**src/hw/rtl/owm_pkg.sv**
```systemverilog
package owm_pkg;

    // timer width default
    localparam int TIMER_BITS_DEF = 10;

    localparam int CFG_BITS  = 10;
    localparam int NUM_REGS  = 8;
    localparam int ADDR_BITS = 5;
    localparam int DATA_BITS = 32;
    localparam int BYTE_BITS = 8;

    // register indexes
    localparam logic [2:0] REG_RESET_LOW     = 3'd0;
    localparam logic [2:0] REG_PRESENCE_TAIL = 3'd1;
    localparam logic [2:0] REG_ONE_LOW       = 3'd2;
    localparam logic [2:0] REG_ONE_REC       = 3'd3;
    localparam logic [2:0] REG_ZERO_LOW      = 3'd4;
    localparam logic [2:0] REG_ZERO_REC      = 3'd5;
    localparam logic [2:0] REG_READ_LOW      = 3'd6;
    localparam logic [2:0] REG_READ_REC      = 3'd7;

    // register reset values, in ticks
    localparam logic [CFG_BITS-1:0] DEF_RESET_LOW     = 10'd500;
    localparam logic [CFG_BITS-1:0] DEF_PRESENCE_TAIL = 10'd300;
    localparam logic [CFG_BITS-1:0] DEF_ONE_LOW       = 10'd8;
    localparam logic [CFG_BITS-1:0] DEF_ONE_REC       = 10'd80;
    localparam logic [CFG_BITS-1:0] DEF_ZERO_LOW      = 10'd90;
    localparam logic [CFG_BITS-1:0] DEF_ZERO_REC      = 10'd5;
    localparam logic [CFG_BITS-1:0] DEF_READ_LOW      = 10'd2;
    localparam logic [CFG_BITS-1:0] DEF_READ_REC      = 10'd70;

    // command codes
    localparam logic [1:0] FUNC_NONE  = 2'd0;
    localparam logic [1:0] FUNC_RESET = 2'd1;
    localparam logic [1:0] FUNC_WRITE = 2'd2;
    localparam logic [1:0] FUNC_READ  = 2'd3;

    typedef struct packed {
        logic [CFG_BITS-1:0] reset_low_time;
        logic [CFG_BITS-1:0] presence_tail_time;
        logic [CFG_BITS-1:0] one_low_time;
        logic [CFG_BITS-1:0] one_recovery_time;
        logic [CFG_BITS-1:0] zero_low_time;
        logic [CFG_BITS-1:0] zero_recovery_time;
        logic [CFG_BITS-1:0] read_low_time;
        logic [CFG_BITS-1:0] read_recovery_time;
    } t_cfg;

endpackage

```
**src/hw/rtl/one_wire_master_slot_engine.sv**
```systemverilog
// path: the slot step lies between the input register and the result register,
// which holds the result word of each tick word; one tick word per cycle is taken
// while the receiver does not stall the result register
// reset: synchronous, active low; timing registers return to their defaults,
// the slot engine goes idle and the held read byte clears
module one_wire_master_slot_engine
    import owm_pkg::*;
#(
    parameter int TIMER_BITS = TIMER_BITS_DEF
) (
    input  logic                 i_clk,
    input  logic                 i_rst_n,

    // apb-style configuration port
    input  logic                 psel,
    input  logic                 penable,
    input  logic                 pwrite,
    input  logic [ADDR_BITS-1:0] paddr,
    input  logic [DATA_BITS-1:0] pwdata,
    output logic [DATA_BITS-1:0] prdata,
    output logic                 pready,

    // tick word in
    input  logic                 i_in_valid,
    output logic                 o_in_stall,
    input  logic [1:0]           i_func,
    input  logic [BYTE_BITS-1:0] i_write_data,
    input  logic                 i_bus_level,

    // result word out
    output logic                 o_out_valid,
    input  logic                 i_out_stall,
    output logic                 o_drive_low,
    output logic                 o_busy_res,
    output logic                 o_done_res,
    output logic [BYTE_BITS-1:0] o_read_data
);

    t_cfg w_cfg;

    // input register
    logic                 r_in_vld;
    logic [1:0]           r_func;
    logic [BYTE_BITS-1:0] r_wdata;
    logic                 r_bus;

    // result register
    logic                 r_out_vld;
    logic                 r_drive;
    logic                 r_busy;
    logic                 r_done;
    logic [BYTE_BITS-1:0] r_rdata;

    logic                 w_accept;
    logic                 w_adv;
    logic                 w_drive;
    logic                 w_busy;
    logic                 w_done;
    logic [BYTE_BITS-1:0] w_rdata;

    owm_regs u_regs (
        .i_clk   (i_clk),
        .i_rst_n (i_rst_n),
        .psel    (psel),
        .penable (penable),
        .pwrite  (pwrite),
        .paddr   (paddr),
        .pwdata  (pwdata),
        .prdata  (prdata),
        .pready  (pready),
        .o_cfg   (w_cfg)
    );

    // the held word steps the engine once the result register has room
    assign w_adv      = r_in_vld && (!r_out_vld || !i_out_stall);
    // input side only stalls when both registers are full and output is blocked
    assign o_in_stall = r_in_vld && !w_adv;
    assign w_accept   = i_in_valid && !o_in_stall;

    owm_slot #(
        .TIMER_BITS (TIMER_BITS)
    ) u_slot (
        .i_clk        (i_clk),
        .i_rst_n      (i_rst_n),
        .i_adv        (w_adv),
        .i_cfg        (w_cfg),
        .i_func       (r_func),
        .i_write_data (r_wdata),
        .i_bus_level  (r_bus),
        .o_drive_low  (w_drive),
        .o_busy_res   (w_busy),
        .o_done_res   (w_done),
        .o_read_data  (w_rdata)
    );

    always_ff @(posedge i_clk) begin
        if (!i_rst_n) begin
            r_in_vld  <= 1'b0;
            r_out_vld <= 1'b0;
        end else begin
            if (w_accept) begin
                r_in_vld <= 1'b1;
            end else if (w_adv) begin
                r_in_vld <= 1'b0;
            end
            if (w_adv) begin
                r_out_vld <= 1'b1;
            end else if (!i_out_stall) begin
                r_out_vld <= 1'b0;
            end
        end
    end

    // payload registers, no reset needed
    always_ff @(posedge i_clk) begin
        if (w_accept) begin
            r_func  <= i_func;
            r_wdata <= i_write_data;
            r_bus   <= i_bus_level;
        end
        if (w_adv) begin
            r_drive <= w_drive;
            r_busy  <= w_busy;
            r_done  <= w_done;
            r_rdata <= w_rdata;
        end
    end

    assign o_out_valid = r_out_vld;
    assign o_drive_low = r_drive;
    assign o_busy_res  = r_busy;
    assign o_done_res  = r_done;
    assign o_read_data = r_rdata;

endmodule

```
**src/hw/rtl/owm_regs.sv**
```systemverilog
module owm_regs
    import owm_pkg::*;
(
    input  logic                 i_clk,
    input  logic                 i_rst_n,
    input  logic                 psel,
    input  logic                 penable,
    input  logic                 pwrite,
    input  logic [ADDR_BITS-1:0] paddr,
    input  logic [DATA_BITS-1:0] pwdata,
    output logic [DATA_BITS-1:0] prdata,
    output logic                 pready,
    output t_cfg                 o_cfg
);

    logic [CFG_BITS-1:0] r_regs [NUM_REGS];
    logic [2:0]          w_idx;

    assign w_idx  = paddr[4:2];
    assign pready = 1'b1;
    assign prdata = DATA_BITS'(r_regs[w_idx]);

    always_ff @(posedge i_clk) begin
        if (!i_rst_n) begin
            r_regs[REG_RESET_LOW]     <= DEF_RESET_LOW;
            r_regs[REG_PRESENCE_TAIL] <= DEF_PRESENCE_TAIL;
            r_regs[REG_ONE_LOW]       <= DEF_ONE_LOW;
            r_regs[REG_ONE_REC]       <= DEF_ONE_REC;
            r_regs[REG_ZERO_LOW]      <= DEF_ZERO_LOW;
            r_regs[REG_ZERO_REC]      <= DEF_ZERO_REC;
            r_regs[REG_READ_LOW]      <= DEF_READ_LOW;
            r_regs[REG_READ_REC]      <= DEF_READ_REC;
        end else if (psel && penable && pwrite && pready) begin
            r_regs[w_idx] <= pwdata[CFG_BITS-1:0];
        end
    end

    assign o_cfg.reset_low_time     = r_regs[REG_RESET_LOW];
    assign o_cfg.presence_tail_time = r_regs[REG_PRESENCE_TAIL];
    assign o_cfg.one_low_time       = r_regs[REG_ONE_LOW];
    assign o_cfg.one_recovery_time  = r_regs[REG_ONE_REC];
    assign o_cfg.zero_low_time      = r_regs[REG_ZERO_LOW];
    assign o_cfg.zero_recovery_time = r_regs[REG_ZERO_REC];
    assign o_cfg.read_low_time      = r_regs[REG_READ_LOW];
    assign o_cfg.read_recovery_time = r_regs[REG_READ_REC];

endmodule

```
**src/hw/rtl/owm_slot.sv**
```systemverilog
module owm_slot
    import owm_pkg::*;
#(
    parameter int TIMER_BITS = TIMER_BITS_DEF
) (
    input  logic                 i_clk,
    input  logic                 i_rst_n,
    input  logic                 i_adv,
    input  t_cfg                 i_cfg,
    input  logic [1:0]           i_func,
    input  logic [BYTE_BITS-1:0] i_write_data,
    input  logic                 i_bus_level,
    output logic                 o_drive_low,
    output logic                 o_busy_res,
    output logic                 o_done_res,
    output logic [BYTE_BITS-1:0] o_read_data
);

    typedef enum logic [3:0] {
        PH_IDLE, PH_RST_LOW, PH_RST_REL, PH_PRES_WAIT_LOW, PH_PRES_WAIT_HIGH,
        PH_PRES_TAIL, PH_WR_LOW, PH_WR_REC, PH_RD_LOW, PH_RD_REL,
        PH_RD_SAMPLE, PH_RD_REC
    } t_phase;

    t_phase                r_phase, n_phase;
    logic [TIMER_BITS-1:0] r_count, n_count;
    logic [BYTE_BITS-1:0]  r_shift, n_shift;
    logic [3:0]            r_bits,  n_bits;
    logic [BYTE_BITS-1:0]  r_held,  n_held;

    logic [TIMER_BITS-1:0] w_count_dec;
    logic                  w_count_end;
    logic [3:0]            w_bits_inc;

    // truncate to timer width, zero counts as one tick
    function automatic logic [TIMER_BITS-1:0] f_load(input logic [CFG_BITS-1:0] v);
        logic [TIMER_BITS-1:0] t;
        t = TIMER_BITS'(v);
        return (t == '0) ? TIMER_BITS'(1) : t;
    endfunction

    always_comb begin
        n_phase     = r_phase;
        n_count     = r_count;
        n_shift     = r_shift;
        n_bits      = r_bits;
        n_held      = r_held;
        o_drive_low = 1'b0;
        o_done_res  = 1'b0;

        // command start shares its first tick with the phase logic below
        if (r_phase == PH_IDLE && i_func != FUNC_NONE) begin
            n_bits = '0;
            case (i_func)
                FUNC_RESET: begin
                    n_phase = PH_RST_LOW;
                    n_count = f_load(i_cfg.reset_low_time);
                end
                FUNC_WRITE: begin
                    n_shift = i_write_data;
                    n_phase = PH_WR_LOW;
                    n_count = i_write_data[0] ? f_load(i_cfg.one_low_time)
                                              : f_load(i_cfg.zero_low_time);
                end
                default: begin
                    n_shift = '0;
                    n_phase = PH_RD_LOW;
                    n_count = f_load(i_cfg.read_low_time);
                end
            endcase
        end

        w_count_dec = (n_count != '0) ? n_count - TIMER_BITS'(1) : n_count;
        w_count_end = (w_count_dec == '0);
        w_bits_inc  = n_bits + 4'd1;

        unique case (n_phase)
            PH_IDLE: begin
            end
            PH_RST_LOW: begin
                o_drive_low = 1'b1;
                n_count     = w_count_dec;
                if (w_count_end) begin
                    n_phase = PH_RST_REL;
                    n_count = TIMER_BITS'(1);
                end
            end
            PH_RST_REL: begin
                n_count = w_count_dec;
                if (w_count_end) n_phase = PH_PRES_WAIT_LOW;
            end
            PH_PRES_WAIT_LOW: begin
                if (!i_bus_level) n_phase = PH_PRES_WAIT_HIGH;
            end
            PH_PRES_WAIT_HIGH: begin
                if (i_bus_level) begin
                    n_phase = PH_PRES_TAIL;
                    n_count = f_load(i_cfg.presence_tail_time);
                end
            end
            PH_PRES_TAIL: begin
                n_count = w_count_dec;
                if (w_count_end) begin
                    n_phase    = PH_IDLE;
                    o_done_res = 1'b1;
                end
            end
            PH_WR_LOW: begin
                o_drive_low = 1'b1;
                n_count     = w_count_dec;
                if (w_count_end) begin
                    n_phase = PH_WR_REC;
                    n_count = n_shift[0] ? f_load(i_cfg.one_recovery_time)
                                         : f_load(i_cfg.zero_recovery_time);
                end
            end
            PH_WR_REC: begin
                n_count = w_count_dec;
                if (w_count_end) begin
                    n_shift = n_shift >> 1;
                    n_bits  = w_bits_inc;
                    if (w_bits_inc >= 4'(BYTE_BITS)) begin
                        n_phase    = PH_IDLE;
                        o_done_res = 1'b1;
                    end else begin
                        n_phase = PH_WR_LOW;
                        n_count = n_shift[0] ? f_load(i_cfg.one_low_time)
                                             : f_load(i_cfg.zero_low_time);
                    end
                end
            end
            PH_RD_LOW: begin
                o_drive_low = 1'b1;
                n_count     = w_count_dec;
                if (w_count_end) begin
                    n_phase = PH_RD_REL;
                    n_count = TIMER_BITS'(1);
                end
            end
            PH_RD_REL: begin
                n_count = w_count_dec;
                if (w_count_end) n_phase = PH_RD_SAMPLE;
            end
            PH_RD_SAMPLE: begin
                n_shift = {i_bus_level, n_shift[BYTE_BITS-1:1]};
                n_phase = PH_RD_REC;
                n_count = f_load(i_cfg.read_recovery_time);
            end
            PH_RD_REC: begin
                n_count = w_count_dec;
                if (w_count_end) begin
                    n_bits = w_bits_inc;
                    if (w_bits_inc >= 4'(BYTE_BITS)) begin
                        n_held     = n_shift;
                        n_phase    = PH_IDLE;
                        o_done_res = 1'b1;
                    end else begin
                        n_phase = PH_RD_LOW;
                        n_count = f_load(i_cfg.read_low_time);
                    end
                end
            end
            default: begin
                n_phase = PH_IDLE;
            end
        endcase

        o_busy_res  = (n_phase != PH_IDLE);
        o_read_data = n_held;
    end

    always_ff @(posedge i_clk) begin
        if (!i_rst_n) begin
            r_phase <= PH_IDLE;
            r_count <= '0;
            r_shift <= '0;
            r_bits  <= '0;
            r_held  <= '0;
        end else if (i_adv) begin
            r_phase <= n_phase;
            r_count <= n_count;
            r_shift <= n_shift;
            r_bits  <= n_bits;
            r_held  <= n_held;
        end
    end

endmodule

```
**config.mk**
```make
export PLATFORM = sky130hd
export DESIGN_NAME = one_wire_master_slot_engine
export DESIGN_NICKNAME = d
export VERILOG_FILES = /design/src/hw/rtl/owm_pkg.sv /design/src/hw/rtl/one_wire_master_slot_engine.sv /design/src/hw/rtl/owm_regs.sv /design/src/hw/rtl/owm_slot.sv
export SDC_FILE = /design/constraint.sdc
export NUM_CORES = 1
export LEC_CHECK = 0
export BUFFER_PORTS_ARGS = -buffer_cell sky130_fd_sc_hd__buf_2
export CORE_UTILIZATION = 55
export DETAILED_ROUTE_END_ITERATION = 16
export PLACE_DENSITY = 0.78
export SLEW_MARGIN = 30
export SYNTH_ARGS = -nofsm -noshare
export SYNTH_HDL_FRONTEND = slang
export SYNTH_HIERARCHICAL = 1
export SYNTH_SLANG_ARGS = --single-unit
```
**constraint.sdc**
```tcl
create_clock -name i_clk -period 4.71 [get_ports i_clk]
set_input_delay 0.7065 -clock i_clk [delete_from_list [all_inputs] [get_ports i_clk]]
set_output_delay 0.7065 -clock i_clk [all_outputs]
set_load 0.03 [all_outputs]
```
# After elaboration in Yosys (flattened, before gate mapping)
# Memory sizes are Yosys's and may differ from the RTL's.
# Cells that the tools add are included.
[op_classes]
addsub = 2
eq_ne = 14
n_mux = 63
reduce_logical = 31
order_cmp = 1
[op_table]
columns = ["operator", "n"]
rows = [
  ["$mux 10", 21],
  ["$logic_not 10->1", 9],
  ["$pmux 10 s7", 1],
  ["$mux 4", 15],
  ["$pmux 4 s12", 1],
  ["$mux 8", 5],
  ["$pmux 8 s2", 2],
  ["$pmux 10 s2", 1],
  ["$eq 4x3->1 const B", 4],
  ["$eq 4x4->1 const B", 4],
  ["$mux 1", 13],
  ["$reduce_bool 10->1", 1],
  ["$reduce_or 10->1", 1],
  ["$sub 10x1->10 const B", 1],
  ["$eq 4x2->1 const B", 2],
  ["$logic_not 4->1", 2],
  ["$pmux 4 s2", 1],
  ["$logic_and 1x1->1", 6],
  ["$mux 3", 2],
  ["$reduce_or 3->1", 2],
  ["$add 4x1->4 const B", 1],
  ["$eq 4x1->1 const B", 1],
  ["$ge 4x4->1 const B", 1],
  ["$logic_not 1->1", 4],
  ["8 further kinds", 10],
]
[totals]
register_bits = 58
input_bits = 55
mem_bits_rw = 80
out_inout_bits = 46
n_memories = 1
[memory_table]
columns = ["name", "words", "word_bits", "rd", "rd_ports_with_merged_regs", "wr", "line_no", "rtl"]
rows = [
  ["u_regs.r_regs", 8, 10, 9, 0, 8, "owm_regs.sv:16", "logic [CFG_BITS-1:0] r_regs [NUM_REGS];"],
]

# Logic depth before layout (Yosys ltp)
# Gate-level depths: netlist of run 1.
# An unclocked memory read counts as a cell.
[depth]
depth_word = 12
mapped_depth = 19
mapped_depth_nobuf = 17

# Hierarchy
# Netlist of run 1, hierarchy kept.
[modules_own_cells]
columns = ["mod", "cells_per_inst", "seq_area_each_um2", "area_each_um2", "instances"]
rows = [
  ["owm_slot", 631, 680.7, 4413.0, 1],
  ["owm_regs", 256, 2402.3, 3967.6, 1],
  ["one_wire_master_slot_engine", 30, 700.7, 744.5, 1],
]

# Worst setup path before layout of run 1
# No wires, ideal clock.
[synth_timing]
path_type = "register -> register"
from = "register r_func[0]"
to = "register r_busy, in the netlist o_busy_res (data pin)"
required_ns = 4.440
path_buffers = 2
path_stages_with_launch = 20
arrival_time_ns = 3.809
setup_slack_ns = 0.631
path_cell_list = "edfxtp_1 inv_1 ha_1 or3_1 buf_6 nor2_8 a31o_1 nor2_1 inv_1 ha_1 inv_1 a211oi_2 nand3_1 nor2_2 nor3_2 nor4_4 buf_2 o2111ai_1 a21oi_1 nand4_1"
[synth_via]
elab_chain_len = 9
[synth_rtl]
columns = ["item", "line_no", "rtl"]
rows = [
  ["from (decl)", "one_wire_master_slot_engine.sv:43", "logic [1:0] r_func;"],
  ["from (signal assigned)", "one_wire_master_slot_engine.sv:117", "r_func <= i_func;"],
  ["$eq 2x2->1, or another cell as far along", "owm_slot.sv:54", "case (i_func)"],
  ["$pmux 10 s2 or $logic_and 1x1->1 (tied branches)", "owm_slot.sv:54, owm_slot.sv:52", ""],
  ["$mux 10 or $mux 4 (tied branches)", "owm_slot.sv:52", "if (r_phase == PH_IDLE && i_func != FUNC_NONE) begin"],
  ["$sub 10x1->10, or another cell as far along", "owm_slot.sv:73", "w_count_dec = (n_count != '0) ? n_count - TIMER_BITS'(1) : n_count;"],
  ["$mux 10 or $ge 4x4->1 (tied branches)", "owm_slot.sv:73, owm_slot.sv:122, owm_slot.sv:153", ""],
  ["$logic_not 10->1, or another cell as far along", "owm_slot.sv:74", "w_count_end = (w_count_dec == '0);"],
  ["$mux 4, or another cell as far along", "owm_slot.sv:151", "if (w_count_end) begin"],
  ["$pmux 4 s12 *", "owm_slot.sv:77", "unique case (n_phase)"],
  ["$reduce_bool 4->1 *", "owm_slot.sv:168", "o_busy_res = (n_phase != PH_IDLE);"],
  ["via w_busy", "one_wire_master_slot_engine.sv:57", "logic w_busy;"],
  ["to (signal assigned)", "one_wire_master_slot_engine.sv:123", "r_busy <= w_busy;"],
  ["to (decl)", "one_wire_master_slot_engine.sv:50", "logic r_busy;"],
]
# Mark *: on every way through the listed nets, which the timed path passes. The rest lies on a longest branch.
# A chain may end at the register's enable or synchronous reset.

# Worst setup path in the final report of run 1
# Same ends and word-level chain as after synthesis.

==> results.json, run 1 <==
{
  "status": "finished, final reports clean",
  "antenna_found_initial": 0,
  "fin_skew_ns": 0.01267,
  "final_cell_mix": "102 x edfxtp_1, 73 x nand2_1, 67 x and2_1",
  "setup_viol": 0,
  "fp.dieW_um": 130.8,
  "wl_per_cell_um": 23.76,
  "cts_max_level": 4,
  "cp_slowest_stage_delay_ns": 0.48,
  "viasPerCell": 6.791,
  "diodes": 0,
  "worst-path-buf-inv": 3,
  "period_needed_ns": 4.362,
  "yosys.area.top_type": "edfxtp_1",
  "min_path_type": "in2reg",
  "drive_above_1_share_pct": 18.61,
  "r2r_slack_ns": 0.35,
  "synth-seq-cells": 138,
  "synth_area_per_cell_um2": 9.951,
  "die-area_mm2": 0.01711,
  "track_usage_pct": 34.38,
  "path_cells": "inv_1, ha_1, or3_4, nor2_8, a31o_1, nor2_1, inv_1, ha_1, inv_1, a211oi_2, nand3_1, nor4b_2, o211ai_1, or4_4, o31ai_1, nand4_1",
  "rr_worst_depth": 16,
  "ys_top_cells_by_area": "edfxtp_1 34%, dfxtp_1 7.9%, and2_1 4.6%, mux4_1 3.7%, nand2_1 3.0%",
  "critPathSlowestCell": "or4_4",
  "hold_path_depth": 1,
  "initial_core_util_pct": 56.83,
  "cap_viol_max_count": 0,
  "crit_top_cell": "inv_1",
  "gp_congestion": 1.037,
  "setup_tns_ns": 0,
  "cts-buffers-inserted": 17,
  "via_count": 8109,
  "syn_area_mm2": 0.009125,
  "firstDrtPassIters": 6,
  "final_common_cell": "edfxtp_1",
  "core_area_mm2": 0.01606,
  "area_growth_pct": 11.31,
  "ys_warn_count": 6,
  "worstSetupPathType": "reg2reg",
  "worstPathRequired_ns": 4.87,
  "timing.fmax_mhz": 229.3,
  "synth_flop_cell": "edfxtp_1",
  "insertion_delay_ns": 0.44,
  "maxSlewViolCount": 0,
  "cts_sinks": 138,
  "rsz0062_at_grt": "no",
  "synth_cell_types": 94,
  "grt_pass1_vias": 7301,
  "grt_pass1_wl_mm": 42.50,
  "cp-startpoint": "r_func[0]",
  "worstHoldStart": "i_write_data[4]",
  "maxSlewHeadroom_pct": 37.81,
  "routed_wl_mm": 28.37,
  "synth-edff-count": 102,
  "nets": 1025,
  "cts_root_buf": "clkbuf_16",
  "finalCritPeriodShare_pct": 92.61,
  "whs_ns": 0.4434,
  "rows": 46,
  "drc": 0,
  "start_kind": "register",
  "powerDensity_mw_per_mm2": 370.9,
  "cp_top_family": "simple AND/OR/NAND/NOR gates",
  "arrival_ns": 4.52,
  "cts_tree": "yes",
  "r2r-start": "r_func[0]",
  "finalHoldViolCount": 0,
  "die_height_um": 130.8,
  "cts_buffer_depth": 2,
  "r2r_end": "o_busy_res",
  "ios": 101,
  "synth_top_area_share_pct": 33.57,
  "detail-route-antenna-nets": 0,
  "p_leak_nw": 3.660,
  "min_to": "r_wdata[4]",
  "irDropWorstVdd_mv": 0.3415,
  "port_buffers": 53,
  "crit_fanout": 9,
  "grt_max_degree": 49,
  "drt_iter0_markers": 1079,
  "cts.clk_slew.worst_paths_ns": 0.06,
  "syn_inst": 917,
  "seq_area_frac_synth_pct": 41.46,
  "cp.depth": 16,
  "end_kind": "register",
  "tightestPinTransition_ns": 0.9318,
  "postCtsHoldBufs": 0,
  "place_hpwl_mm": 20.18,
  "async_flop_share_pct": 0,
  "grt-ovfl-total": 0
}
[final cells by class]
| class | count | area [µm²] |
|---|---|---|
| inverters | 17 | 63.81 |
| fillers | 1256 | 5901 |
| clock inverters | 15 | 186.4 |
| flip-flops and latches | 138 | 3784 |
| multi-input cells | 702 | 4892 |
| well taps | 216 | 270.3 |
| clock buffers | 17 | 425.4 |
| repair buffers | 89 | 535.5 |
[worst register-to-register path, cell delays in order, from the launching register on]
cell and delay (ns):
edfxtp_1 0.36, inv_1 0.07, ha_1 0.29, or3_4 0.43, nor2_8 0.26, a31o_1 0.26, nor2_1 0.09, inv_1 0.07
ha_1 0.23, inv_1 0.08, a211oi_2 0.18, nand3_1 0.25, nor4b_2 0.39, o211ai_1 0.14, or4_4 0.48, o31ai_1 0.37
nand4_1 0.14
[cell usage after synthesis, types with 5 or more instances]
master      n
a211oi_1    9
a21oi_1    37
a221oi_1    8
a22o_1      9
a22oi_1    10
a31o_2      5
a31oi_1    21
and2_1     67
and3_1      6
buf_2       5
buf_4      28
buf_6       9
clkbuf_1   35
dfxtp_1    36
edfxtp_1  102
ha_1        5
inv_1      16
mux2_2     15
mux2i_1    25
mux4_1     13
mux4_2      6
nand2_1    73
nand2b_1   24
nand3_1    33
nand3b_1    5
nand4_1    14
nor2_1     65
nor2b_1     5
nor3_1     18
nor4_1     15
nor4b_1     5
o211ai_1    9
o21ai_0    51
o221ai_1    8
o22ai_1    10
o31ai_1     5
or2b_1     11
or4_1       5
[per-layer routing]
metal	up-vias	global-route usage [%]	routed length, µm
met4	0	18.39	1382
met2	537	53.75	13140
li1	3585	-	-
met1	3881	43.69	11010
met5	-	0	0
met3	106	9.039	2833
[power breakdown]
group          total (W)  switching (W)  internal (W)
combinational   0.000902       0.000582      0.000320
clock            0.00140       0.000561      0.000844
sequential       0.00146      0.0000875       0.00137
[what timing repair did]
action                                  4_1_cts  5_1_grt
setup buffers                                 0        3
endpoints found under the setup margin        0       10
resized for setup                             0        2
[stage by stage]
step	power [W]	setup slack [ns]	cells	util, %	cell area (µm²)
detailed placement	0.002344	0.2877	1159	59.16	9499
CTS	0.003737	0.2495	1191	62.97	10110
finish	0.003767	0.3483	1194	63.25	10160
global route	0.003890	0.07533	1194	63.25	10160
floorplan	0.002096	0.6310	938	-	9204
global placement	0.002333	0.3594	1159	59.16	9499
[registers in the layout, indices dropped and copies added (netlist names), 4 cells and up]
signal	cells
u_regs/r_regs	80
u_slot/r_held	8
u_slot/r_shift	8
o_read_data	8
u_slot/r_bits	4
r_wdata	8
u_slot/r_phase	4
u_slot/r_count	10
[worst max-delay path by stage]
stage | to | slack [ns]
finish | o_busy_res | 0.35
global route | u_slot/r_bits[0] | 0.08
CTS | o_read_data[0] | 0.25
detailed placement | o_read_data[2] | 0.29
global placement | o_read_data[5] | 0.36
floorplan | o_busy_res | 0.63
[cell families after synthesis]
| kind of cell | share of synthesized area (%) |
|---|---|
| buffers and inverters | 6.170 |
| other | 0.08230 |
| and+or+nand+nor | 22.65 |
| muxes | 10.13 |
| DFF | 41.46 |
| adders and majority gates | 0.6856 |
| AOI/OAI and AO/OA | 18.43 |
| xor gates and xnor gates | 0.3840 |
Power figures use the tool's default switching activity.
==> run 2: changes to the inputs <==
CORE_UTILIZATION = 54   (was 55)
PLACE_DENSITY = 0.79   (was 0.78)
clock period = 3.75 ns   (was 4.71 ns; I/O delays follow)
==> run 2 against run 1 <==
The run now ends with setup timing left. Critical path depth is 3 higher. Combinational power is 77% higher. First-iteration DRC count is 5.0% higher. Global-route usage is 0.87 points higher. Worst hold slack worse by 0.14 ns. Non-clock buffer count is 136 higher. Design area is 15% higher. Final cell count is 12% higher. Clock skew is 0.0051 ns lower. Clock-buffer cell count stayed put. Sequential share of layout area is 4.7 points lower. Die area is 1.8% higher.
==> results.json, run 2 (synthesis results as in run 1) <==
{
  "status": "finished, violations left",
  "violations": "setup timing",
  "drive_above_1_share_pct": 33.21,
  "core_area_mm2": 0.01652,
  "powerDensity_mw_per_mm2": 438.5,
  "worstHoldStart": "i_write_data[0]",
  "tightestPinTransition_ns": 0.9579,
  "grt_max_degree": 49,
  "critPathSlowestCell": "or4_4",
  "initial_core_util_pct": 55.22,
  "cts_tree": "yes",
  "setup_viol": 31,
  "irDropWorstVdd_mv": 0.4718,
  "clock_power_share_pct": 33.2,
  "top_regs": "u_regs/r_regs (80), u_slot/r_count (10)",
  "wl_per_cell_um": 23.36,
  "largest_register_ffs": 80,
  "antenna_found_initial": 0,
  "hold_path_depth": 1,
  "dp_slack_ns": -0.2826,
  "fin_skew_ns": 0.007520,
  "final_cell_mix": "158 x buf_4, 102 x edfxtp_1, 71 x nand2_1",
  "start_kind": "register",
  "cts.clk_slew.worst_paths_ns": 0.06,
  "rsz0062_at_grt": "yes",
  "final_common_cell": "buf_4",
  "power_switching_share_pct": 33.30,
  "diodes": 0,
  "cts_buffer_depth": 2,
  "nets": 1161,
  "power_frac_comb_pct": 31.3,
  "detail-route-antenna-nets": 0,
  "cp_top_family": "simple AND/OR/NAND/NOR gates",
  "postCtsHoldBufs": 0,
  "p_sw_w": 0.001699,
  "r2r-start": "r_func[0]",
  "p_leak_nw": 4.422,
  "rows": 47,
  "gp_congestion": 1.068,
  "area_growth_pct": 27.51,
  "maxSlewHeadroom_pct": 36.01,
  "arrival_ns": 4.34,
  "r2r_slack_ns": -0.25,
  "worstPathRequired_ns": 4.09,
  "finalHoldViolCount": 0,
  "firstDrtPassIters": 5,
  "final_util_pct": 70.41,
  "final_area_mm2": 0.01163,
  "port_buffers": 53,
  "via_count": 8815,
  "track_usage_pct": 35.25,
  "crit_fanout": 7,
  "maxSlewViolCount": 0,
  "min_path_type": "in2reg",
  "cap_viol_max_count": 0,
  "fillers": 1158,
  "r2r_end": "u_slot/r_held[4]",
  "power_w": 0.005101,
  "grt_pass1_vias": 7928,
  "timing.fmax_mhz": 250.0,
  "path_cells": "buf_6, ha_4, a211oi_2, o2111ai_2, and4b_2, nor2_4, inv_2, ha_4, inv_2, a211oi_4, nand3_2, nor4b_4, o211ai_1, or4_4, nor4_4, buf_4, buf_12, nor2_4, a211oi_2",
  "insertion_delay_ns": 0.43,
  "place_area_mm2": 0.01040,
  "routed_wl_mm": 31.16,
  "drt_iter0_markers": 1133,
  "die_height_um": 132.0,
  "period_needed_ns": 3.999,
  "cts_root_buf": "clkbuf_16",
  "min_to": "r_wdata[0]",
  "rr_worst_depth": 19,
  "cts_sinks": 138,
  "cts-buffers-inserted": 17,
  "regMostFlops": "u_regs/r_regs",
  "die-area_mm2": 0.01742,
  "worst-path-buf-inv": 5,
  "place_hpwl_mm": 22.02,
  "cp_slowest_stage_delay_ns": 0.59,
  "end_kind": "register",
  "finalCritPeriodShare_pct": 106.6,
  "power_frac_seq_pct": 35.4,
  "worstSetupPathType": "reg2reg",
  "viasPerCell": 6.608,
  "drc": 0,
  "intPower_w": 0.003403,
  "cts_max_level": 4,
  "postLayoutSetupSlackWorst_ns": -0.2493,
  "ios": 101,
  "grt_pass1_wl_mm": 45.94,
  "grt-ovfl-total": 0,
  "fp.dieW_um": 132.0
}
## run 2: changes by cell type in the layout (fill, tap and decap cells not counted), sizes merged
cell | previous run | this run
bufinv | 3 | 2
clkinvlp | 1 | 2
clkbuf | 17 | 18
buf | 89 | 224
## run 2: worst register-to-register path, delay by kind of cell (launching register included)
kind | cells | cell delay [ns]
adders and majority gates | 2 | 0.30
DFF | 1 | 0.42
and+or+nand+nor | 7 | 1.75
buffers and inverters | 5 | 0.57
AOI/OAI and AO/OA | 5 | 0.87
## run 2: worst max path at each step
stage,startpoint,to,cells past startpoint
final,r_func[0],u_slot/r_held[4],19
after detailed placement,r_func[1],u_slot/r_held[7],18
after floorplan,r_func[0],u_slot/r_held[5],19
after CTS,r_func[0],u_slot/r_held[0],20
after global placement,r_func[0],u_slot/r_shift[4],19
after global routing,r_func[0],u_slot/r_held[4],19
## run 2: timing repair
item	4_1_cts	5_1_grt
pin swaps	22	30
endpoints found under the setup margin	40	44
gates resized for setup	48	43
gates cloned	1	0
buffers inserted	19	12
## run 2: per-stage QoR
stage | std cells | hold slack (ns) | TNS (ns)
floorplan | 938 | 0.4539 | -0.2034
global placement | 1273 | 0.4793 | -3.374
detailed placement | 1273 | 0.4874 | -6.258
CTS | 1325 | 0.2953 | -0.6724
global route | 1334 | 0.2887 | -8.157
finish | 1334 | 0.3060 | -3.036
## run 2: cell type report
cell class                 count  area [µm²]  area share, %
clock buffer                  17       425.4          3.656
sequential                   138        3784          32.52
tap                          220       275.3          2.366
multi-input combinational    702        5286          45.44
timing repair buffer         225        1640          14.10
clock inverter                15       160.2          1.376
inverter                      17       63.81         0.5484
## run 2: layer usage
layer | part of all wire, % | global-route usage (%) | vias up
li1 | - | - | 3853
met1 | 38 | 45.24 | 4221
met2 | 48 | 57.91 | 624
met3 | 9.3 | 6.113 | 117
met4 | 5.0 | 17.05 | 0
met5 | 0 | 0 | -
## run 2: power groups by stage
| stage | logic, W | registers [W] | clock network (W) |
|---|---|---|---|
| finish | 0.00160 | 0.00181 | 0.00170 |
| global route | 0.00168 | 0.00181 | 0.00177 |
| CTS | 0.00149 | 0.00180 | 0.00170 |
| detailed placement | 0.00137 | 0.00183 | 0 |
| global placement | 0.00136 | 0.00182 | 0 |
| floorplan | 0.000847 | 0.00181 | 0 |
==> run 3: changes to the inputs <==
CAP_MARGIN = 10   (was default)
SETUP_SLACK_MARGIN = 0.5   (was default)
==> run 3 against run 2 <==
The flow still finishes with violations (setup timing). Core utilization decreased by 0.63 points. First-iteration DRC count increased by 8.2%. Clock skew increased by 0.00054 ns. Worst setup slack improved by 0.043 ns. Maximum frequency increased by 1.1%. Via count decreased by 0.43%.
==> results.json, run 3 (synthesis results as in run 1) <==
{
  "insertion_delay_ns": 0.44,
  "final_common_cell": "buf_4",
  "routed_wl_mm": 31.66,
  "via_count": 8777,
  "grt_pass1_wl_mm": 46.12,
  "irDropWorstVdd_mv": 0.3606,
  "cts-buffers-inserted": 17,
  "core_area_mm2": 0.01652,
  "final_util_pct": 69.78,
  "maxSlewHeadroom_pct": 31.81,
  "final_cell_mix": "128 x buf_4, 102 x edfxtp_1, 65 x and2_1",
  "cts_sinks": 138,
  "die_height_um": 132.0,
  "min_path_type": "in2reg",
  "grt-ovfl-total": 0,
  "nets": 1136,
  "die-area_mm2": 0.01742,
  "rsz0062_at_grt": "yes",
  "finalHoldViolCount": 0,
  "cts_max_level": 4,
  "fin_skew_ns": 0.008064,
  "p_leak_nw": 4.278,
  "rows": 47,
  "cts_tree": "yes",
  "postLayoutSetupSlackWorst_ns": -0.2061,
  "status": "finished, violations left",
  "finalCritPeriodShare_pct": 105.5,
  "firstDrtPassIters": 6,
  "area_growth_pct": 26.37,
  "tightestPinTransition_ns": 1.019,
  "wl_per_cell_um": 24.18,
  "initial_core_util_pct": 55.22,
  "antenna_found_initial": 0,
  "ios": 101,
  "grt_max_degree": 30,
  "place_area_mm2": 0.01026,
  "worstSetupPathType": "reg2reg",
  "cts_root_buf": "clkbuf_16",
  "gp_congestion": 1.060,
  "final_area_mm2": 0.01153,
  "diodes": 0,
  "arrival_ns": 4.31,
  "end_kind": "register",
  "fp.dieW_um": 132.0,
  "cts_buffer_depth": 2,
  "port_buffers": 53,
  "track_usage_pct": 35.53,
  "viasPerCell": 6.705,
  "dp_slack_ns": -0.3719,
  "setup_viol": 39,
  "grt_pass1_vias": 7900,
  "timing.fmax_mhz": 252.8,
  "cap_viol_max_count": 0,
  "cts.clk_slew.worst_paths_ns": 0.06,
  "powerDensity_mw_per_mm2": 441.4,
  "worstPathRequired_ns": 4.10,
  "drc": 0,
  "drt_iter0_markers": 1226,
  "violations": "setup timing",
  "start_kind": "register",
  "largest_register_ffs": 80,
  "maxSlewViolCount": 0,
  "regMostFlops": "u_regs/r_regs",
  "crit_fanout": 5,
  "top_regs": "u_regs/r_regs (80), u_slot/r_count (10)",
  "place_hpwl_mm": 22.14,
  "detail-route-antenna-nets": 0,
  "period_needed_ns": 3.956,
  "drive_above_1_share_pct": 32.69
}
[run 3: changes by cell type in the layout (fill, tap and decap cells not counted), sizes merged]
cell	before	now
buf	224	198
clkbuf	18	21
inv	23	20
bufinv	2	3
clkinv	5	4
nand3	33	34
[run 3: per-layer routing]
layer  wire, µm  global-route usage [%]  vias to the layer above  share of wire (%)
li1           -                       -                     3804                  -
met1      11710                   46.31                     4190                 37
met2      15010                   56.26                      656                 47
met3       3279                   5.882                      127                 10
met4       1662                   20.41                        0                5.2
met5          0                       0                        -                  0
[run 3: final cells by class]
cell class,count,area (µm²)
Multi-Input combinational cell,703,5325
Fill cell,1182,4994
Sequential cell,138,3784
Timing Repair Buffer,199,1481
Clock buffer,20,436.7
Tap cell,220,275.3
Clock inverter,12,165.2
Inverter,17,63.81
[run 3: metrics by stage]
stage	setup TNS, ns	total power [W]	instances	hold slack (ns)
6_report	-3.802	0.005090	1309	0.3031
5_1_grt	-9.838	0.005234	1309	0.2947
4_1_cts	-0.1528	0.004934	1290	0.2881
3_5_place_dp	-6.490	0.003151	1252	0.4942
3_3_place_gp	-2.318	0.003135	1252	0.4828
2_1_floorplan	-0.2247	0.002664	938	0.4539
[run 3: final timing paths]
path                    startpoint          endpoint  slack [ns]  cells past startpoint
setup / recovery         r_func[0]  u_slot/r_held[1]       -0.21                     21
hold / removal     i_write_data[4]        r_wdata[4]        0.30                      1
setup reg to reg         r_func[0]  u_slot/r_held[1]       -0.21                     21
hold reg to reg   u_slot/r_bits[1]  u_slot/r_bits[1]        0.51                      2
[run 3: critical path, cell delays in order, from the launching register on]
cell	delay [ns]
edfxtp_1	0.43
buf_6	0.15
ha_4	0.17
a211oi_2	0.18
o2111ai_1	0.14
and4b_2	0.41
nor2_4	0.05
inv_2	0.06
ha_4	0.13
inv_2	0.04
a211oi_4	0.22
buf_4	0.17
and2_4	0.13
o211a_1	0.18
o21ai_0	0.08
or4_4	0.55
nor4_4	0.16
buf_4	0.18
buf_6	0.10
clkbuf_16	0.13
nor2_1	0.04
a211oi_1	0.15
[run 3: repair_timing]
action                     4_1_cts  5_1_grt
pin swaps                        9       44
gates cloned                     1        1
gates resized for setup         35       66
setup endpoints to repair       44       44
hold buffers                     0        0
buffers inserted                 5       18
[run 3: power breakdown]
group | switching, W | internal, W | total [W]
combinational | 0.000914 | 0.000633 | 0.00155
clock | 0.000681 | 0.00106 | 0.00174
sequential | 0.0000820 | 0.00172 | 0.00181
total | 0.00168 | 0.00341 | 0.00509
